## src/design/wrf_pkg.sv

```systemverilog
// ----------------------------------------------------------------------------
// wrf_pkg
// Shared types and codes of the window rank filter.
// ----------------------------------------------------------------------------
package wrf_pkg;

	localparam int PIX_W = 8;
	localparam int CNT_W = 6;   // window count, up to 49
	localparam int CRD_W = 7;   // coordinate plus one guard bit

	localparam logic CMD_WRITE = 1'b0;
	localparam logic CMD_QUERY = 1'b1;

	localparam logic [1:0] MODE_MIN = 2'd0;
	localparam logic [1:0] MODE_MAX = 2'd1;

	typedef enum logic [1:0] {
		REG_MODE   = 2'd0,
		REG_RADIUS = 2'd1,
		REG_WIDTH  = 2'd2,
		REG_HEIGHT = 2'd3
	} reg_idx_t;

	typedef struct packed {
		logic       init;    // load rank targets, clear prefixes
		logic       smp;     // sample data valid this cycle
		logic       dec;     // end of pass: settle one bit
		logic [2:0] bitpos;  // bit under decision
	} rank_ctl_t;

endpackage

```

## src/design/wrf_rank.sv

```systemverilog
// ----------------------------------------------------------------------------
// wrf_rank
// Bitwise radix select: per channel, two rank targets are resolved one bit
// per pass by counting window samples that fall below the candidate prefix.
// ----------------------------------------------------------------------------
module wrf_rank (
	input  logic                    clk,
	input  wrf_pkg::rank_ctl_t      ctl,
	input  logic [wrf_pkg::CNT_W-1:0] k_lo,
	input  logic [wrf_pkg::CNT_W-1:0] k_hi,
	input  logic [23:0]             sample,
	output logic [23:0]             result
);
	import wrf_pkg::*;

	logic [PIX_W-1:0] pfx_q [3][2];
	logic [CNT_W-1:0] k_q   [3][2];
	logic [CNT_W-1:0] cnt_q [3][2];
	logic [PIX_W-1:0] lane_v [3];
	logic [PIX_W-1:0] mask;
	logic             hit [3][2];
	logic [PIX_W:0]   sum [3];

	always_comb begin
		for (int i = 0; i < PIX_W; i++) begin
			mask[i] = (3'(i) > ctl.bitpos);
		end
		for (int ch = 0; ch < 3; ch++) begin
			lane_v[ch] = sample[23 - 8*ch -: 8];
			for (int j = 0; j < 2; j++) begin
				hit[ch][j] = (((lane_v[ch] ^ pfx_q[ch][j]) & mask) == '0) &&
					!lane_v[ch][ctl.bitpos];
			end
			sum[ch] = {1'b0, pfx_q[ch][0]} + {1'b0, pfx_q[ch][1]};
			result[23 - 8*ch -: 8] = sum[ch][PIX_W:1];
		end
	end

	always_ff @(posedge clk) begin
		for (int ch = 0; ch < 3; ch++) begin
			for (int j = 0; j < 2; j++) begin
				if (ctl.init) begin
					pfx_q[ch][j] <= '0;
					k_q[ch][j]   <= (j == 0) ? k_lo : k_hi;
					cnt_q[ch][j] <= '0;
				end else if (ctl.dec) begin
					// at most k below: the bit is set, drop those from k
					if (k_q[ch][j] >= cnt_q[ch][j]) begin
						pfx_q[ch][j][ctl.bitpos] <= 1'b1;
						k_q[ch][j] <= k_q[ch][j] - cnt_q[ch][j];
					end
					cnt_q[ch][j] <= '0;
				end else if (ctl.smp && hit[ch][j]) begin
					cnt_q[ch][j] <= cnt_q[ch][j] + 1'b1;
				end
			end
		end
	end

endmodule

```

## config.mk

```make
export PLATFORM = sky130hd
export DESIGN_NAME = wrf_rank
export DESIGN_NICKNAME = d
export VERILOG_FILES = /design/src/design/wrf_pkg.sv /design/src/design/wrf_rank.sv
export SDC_FILE = /design/constraint.sdc
export NUM_CORES = 1
export LEC_CHECK = 0
export BUFFER_PORTS_ARGS = -buffer_cell sky130_fd_sc_hd__buf_2
export CAP_MARGIN = 10
export CORE_ASPECT_RATIO = 1.75
export CORE_MARGIN = 10
export CORE_UTILIZATION = 55
export CTS_CLUSTER_SIZE = 16
export DETAILED_ROUTE_END_ITERATION = 8
export PLACE_DENSITY = 0.8
export SYNTH_ARGS = -nofsm -noshare
export SYNTH_HDL_FRONTEND = slang
export SYNTH_SLANG_ARGS = --single-unit
```

## constraint.sdc

```tcl
create_clock -name clk -period 2.85 [get_ports clk]
set_clock_uncertainty 0.2 [all_clocks]
set_input_delay 0.1425 -clock clk [delete_from_list [all_inputs] [get_ports clk]]
set_output_delay 0.1425 -clock clk [all_outputs]
set_load 0.02 [all_outputs]
```

== Word-level counts from Yosys, hierarchy flattened ==
Memory sizes are Yosys's and may differ from the RTL's.
Index checks and enable logic that the tools add are counted.

* Add/sub/neg operators: 15
* Order comparisons: 16
* Multiplexer cells: 133
* Bitwise operators: 78
* Reduce and logical (&&, ||, !) cells: 22

{| class="wikitable"
|+ Operators by type and width
! kind !! count
|-
| $mux 6 || 18
|-
| $mux 1 || 105
|-
| $or 1x1->1 || 66
|-
| $and 8x8->8 || 6
|-
| $logic_not 8->1 || 6
|-
| $mux 8 || 6
|-
| $xor 8x8->8 || 6
|-
| $add 6x1->6 const B || 6
|-
| $ge 6x6->1 || 6
|-
| $sub 6x6->6 || 6
|-
| $add 8x8->9 || 3
|-
| $logic_and 1x1->1 || 13
|-
| $gt 3x3->1 const A || 4
|-
| $bmux 1 s3 || 3
|-
| $gt 1x3->1 const A || 2
|-
| $gt 2x3->1 const A || 2
|-
| $lt 3x4->1 const B || 1
|-
| $demux 1 s3 || 1
|-
| $ge 3x1->1 const B || 1
|-
| $logic_not 1->1 || 3
|}

* Register bits: 0
* Bits in writable memories: 120
* Output and inout bits: 24
* Word-level logic and storage cells: 267
* Memories kept: 3

{| class="wikitable"
|+ Memories
! memory !! words !! width !! rd ports !! clocked after Yosys merged registers in !! write ports !! RTL line !! RTL
|-
| pfx_q || 3 || 16 || 3 || 0 || 3 || wrf_rank.sv:16 || <nowiki>logic [PIX_W-1:0] pfx_q [3][2];</nowiki>
|-
| cnt_q || 3 || 12 || 3 || 0 || 3 || wrf_rank.sv:18 || <nowiki>logic [CNT_W-1:0] cnt_q [3][2];</nowiki>
|-
| k_q || 3 || 12 || 3 || 0 || 3 || wrf_rank.sv:17 || <nowiki>logic [CNT_W-1:0] k_q [3][2];</nowiki>
|}

== Logic depth before layout (Yosys ltp) ==
An unclocked memory read counts as a cell.

* Depth in word-level cells: 11
* Gate-level depth with buffers: 10

== Least setup slack after synthesis ==
OpenSTA, ideal clock, no wires.

* Kind: reg-to-reg
* Start: mem k_q[2][6] (netlist name)
* End: mem k_q[2][7] (netlist name) (data pin)
* Arrival time: 2.136 ns
* Required time: 2.390 ns
* Path slack: 0.254 ns
* Stages on the path, launching flop included: 9
* Path buffers: 0
* Period minus slack after synthesis: 2.596 ns
* Cell sequence: edfxtp_1 > inv_1 > ha_1 > inv_1 > fa_1 > a211oi_1 > nor2_1 > o31ai_2 > mux2_2

{| class="wikitable"
|+ RTL lines
! what !! RTL line
|-
| start, declared || wrf_rank.sv:17
|}

==> reports/results.ini <==
[cts]
clock_path_buffers=2
cts_tree=done
cts.reportedPaths.clkPinSlew_ns=0.06
cts_made_buffers=17
cts_num_sinks=120
h-tree-depth=4
clock_latency_of_the_later_clocked_register_in_the_worst_skew_pair_ns=0.42
clk_root_buffer_cell=clkbuf_16

[power_and_ir_drop]
internal_power_consumption_mw=3.84
irDropWorstVdd_mv=0.444
net-switching-power_mw=1.83
portion_of_total_power_attributed_to_combinational_logic=0.258
switching_share=0.322
leakage_power_nw=4.08
power_per_cell_area_nw_per_um2=568
clock_power_share=0.352
share_seq_of_total_power=0.390

[final_layout]
postLayoutCoreUtil=0.651
design_area_sq_um=9970
fill_cells=1211
fin_nets=1106
area.growth.synth_to_final_pct=16.4
instances_no_fill=1190
regArea_sq_um=3520
multi_input_gate_area_in_the_final_layout_sq_um=4670
post_route_cells_drive_above_1_share=0.190
number_of_antenna_repair_diodes=0

[sta]
final_period_minus_worst_setup_slack_ns=2.74
fin_worst_hold_slack_ns=0.164
finalHoldViolCount=0
timing.final.setup_violations=0
timing_worst_slew_pin_value_ns=0.838
grt_setup_unrepaired=false
timing.setup.tns_ns=0
slew_headroom=0.438
report.final.slew_viol_count=0
max_freq_ghz=0.365
final_min_period_over_clock_period=0.962

[drt]
post_drt_via_cell_ratio=5.86
drt-wirelength-per-cell_microns=17.9
dr_total_vias=6972
antenna_violating_nets_left=0
dr.first_iter.drc_count=426
finalWirelength_microns=21400
drcViolationCount=0
drt_pre_antenna_iters=5

[setup_path]
timing.critical_path.to_type=primary output
data_required_time_of_the_worst_path_ns=2.51
timing.critical_path.fanout_max=6
critPathArrivalTime_ns=2.40
cp-start-kind=register
timing.setup.critical_path_class=reg2out

[floorplan]
die_height_microns=185
placeable_area_sq_um=15300
io-pin-count=67
fp-row-count=60
initial_core_util=0.559
dieArea_sq_um=21200
die_width_microns=114

[placed_design]
dp_hpwl_microns=16400
numPortBuffers=66
placement.cell_area_sq_um=9220
place.gp.congestion=0.971
dpl.cell_count=1143

[synth]
synth_area_sq_um=8570
post_synth_inst_count=892
asyncSetResetFlopFracSynth=0
synthesis.area_per_instance_sq_um=9.60
ys_types=56
synth_enable_flop_cells=112
ys_seq_elements=120
dominantRegCellSynth=edfxtp_1
yosysWarningCount=0
synth_seq_area_share=0.411
postSynthNetCount=1007

[outcome]
outcome=finished clean

[global_route]
grt_max_degree=57
grt_util_met2=0.384
use_met3=0.0441
grtUsageTotal=0.200
met1_usage=0.183
global_route_wire_length_before_repair_microns=33900
grt_overflow_total=0
first_global_vias=7178
grt_antenna_before_repair=0
grt_most_used_layer=met2

[flow_run]
cap_viol_max_count=0

[min_path]
worst_hold_path_type=in2reg

## what timing repair did
item | in CTS | in global routing
buffers inserted | 2 | 1
hold buffers | 12 | 0
endpoints found under the hold margin | 36 | 0
cloned | 0 | 0
gates resized for setup | 3 | 10
endpoints found under the setup margin | 2 | 4
## final timing paths
kind                            slack, ns         start  depth (start not counted)            to
worst max-delay path                 0.11   pfx_q[0][5]                          6    result[22]
worst min-delay path                 0.16        ctl[3]                          4    k_q[0][11]
worst max register to register       0.12     k_q[2][6]                         10     k_q[2][9]
worst min register to register       0.30  pfx_q[2][15]                          2  pfx_q[2][15]
## cells in the mapped netlist (4+ instances only)
| library cell | n | area (sq um) |
|---|---|---|
| buf_2 | 7 | 35.0 |
| or2_2 | 29 | 181 |
| fa_1 | 9 | 180 |
| inv_1 | 80 | 300 |
| a31oi_1 | 6 | 37.5 |
| nor3_1 | 5 | 25.0 |
| and3_1 | 9 | 56.3 |
| nand2_1 | 71 | 267 |
| nor3b_1 | 6 | 45.0 |
| ha_1 | 63 | 788 |
| nor2_1 | 110 | 413 |
| edfxtp_1 | 112 | 3360 |
| o21ai_0 | 48 | 240 |
| o21bai_1 | 16 | 120 |
| buf_6 | 4 | 45.0 |
| o221ai_1 | 4 | 35.0 |
| a21o_1 | 5 | 37.5 |
| o22ai_1 | 17 | 106 |
| a21boi_0 | 6 | 45.0 |
| nand4_1 | 7 | 43.8 |
| o2111ai_2 | 4 | 60.1 |
| nand3_1 | 26 | 130 |
| a211oi_1 | 12 | 90.1 |
| o31ai_1 | 18 | 135 |
| xnor2_1 | 68 | 596 |
| a21oi_1 | 34 | 170 |
| xor2_1 | 23 | 201 |
| nor2b_1 | 5 | 31.3 |
| nand2b_1 | 20 | 125 |
| clkbuf_1 | 17 | 63.8 |
| mux2i_1 | 8 | 80.1 |
| dfxtp_1 | 8 | 160 |
## power by group through the flow
stage          combinational, mW  clock, mW  sequential, mW
2_1_floorplan               1.02          0            2.21
3_3_place_gp                1.37          0            2.23
3_5_place_dp                1.41          0            2.24
4_1_cts                     1.45       2.01            2.21
5_1_grt                     1.62       2.09            2.22
6_report                    1.46       1.99            2.21
## per-layer routing
layer	vias to the layer above	routed length, microns
li1	3341	-
met1	3323	7370
met2	223	11900
met3	85	995
met4	0	1120
met5	-	0
## worst max-delay path: stages, from the launching register on
cell,delay (ns)
edfxtp_1,0.48
ha_4,0.31
and2_1,0.18
or4_1,0.54
a21oi_2,0.18
xnor2_1,0.14
buf_4,0.17
## through the flow
stage	setup WS, ns	power, mW
6_report	0.108	5.66
3_5_place_dp	0.189	3.65
3_3_place_gp	0.271	3.61
5_1_grt	0.00419	5.94
2_1_floorplan	0.254	3.22
4_1_cts	0.0209	5.67
## layout make-up
cell class / count / area share
Clock buffer: 18 / 0.0430
Sequential cell: 120 / 0.353
Inverter: 80 / 0.0301
Timing Repair Buffer: 109 / 0.0703
Clock inverter: 14 / 0.0114
Tap cell: 186 / 0.0233
Multi-Input combinational cell: 663 / 0.469
## cells in the final DEF (no fill, tap or decap), drive strengths merged, types with 23 or more instances in the layout
| master | count |
|---|---|
| xor2 | 23 |
| a21oi | 34 |
| buf | 97 |
| inv | 88 |
| edfxtp | 112 |
| nor2 | 111 |
| ha | 63 |
| o21ai | 49 |
| or2 | 29 |
| nand3 | 27 |
| nand2 | 72 |
| xnor2 | 68 |
## flip-flops by register name (all words and copies together) (netlist names)
name,count
cnt_q,36
k_q,36
pfx_q,48
## cell families after synthesis
family          after synthesis  share of synthesized area
simple gates                301                      0.166
compound gates              190                      0.154
flops                       120                      0.411
buf+inv                     109                     0.0527
xor+xnor                     91                     0.0930
fa+ha+maj                    72                      0.113
mux                           9                     0.0107
Note: power is estimated with default switching activity, not from simulation.
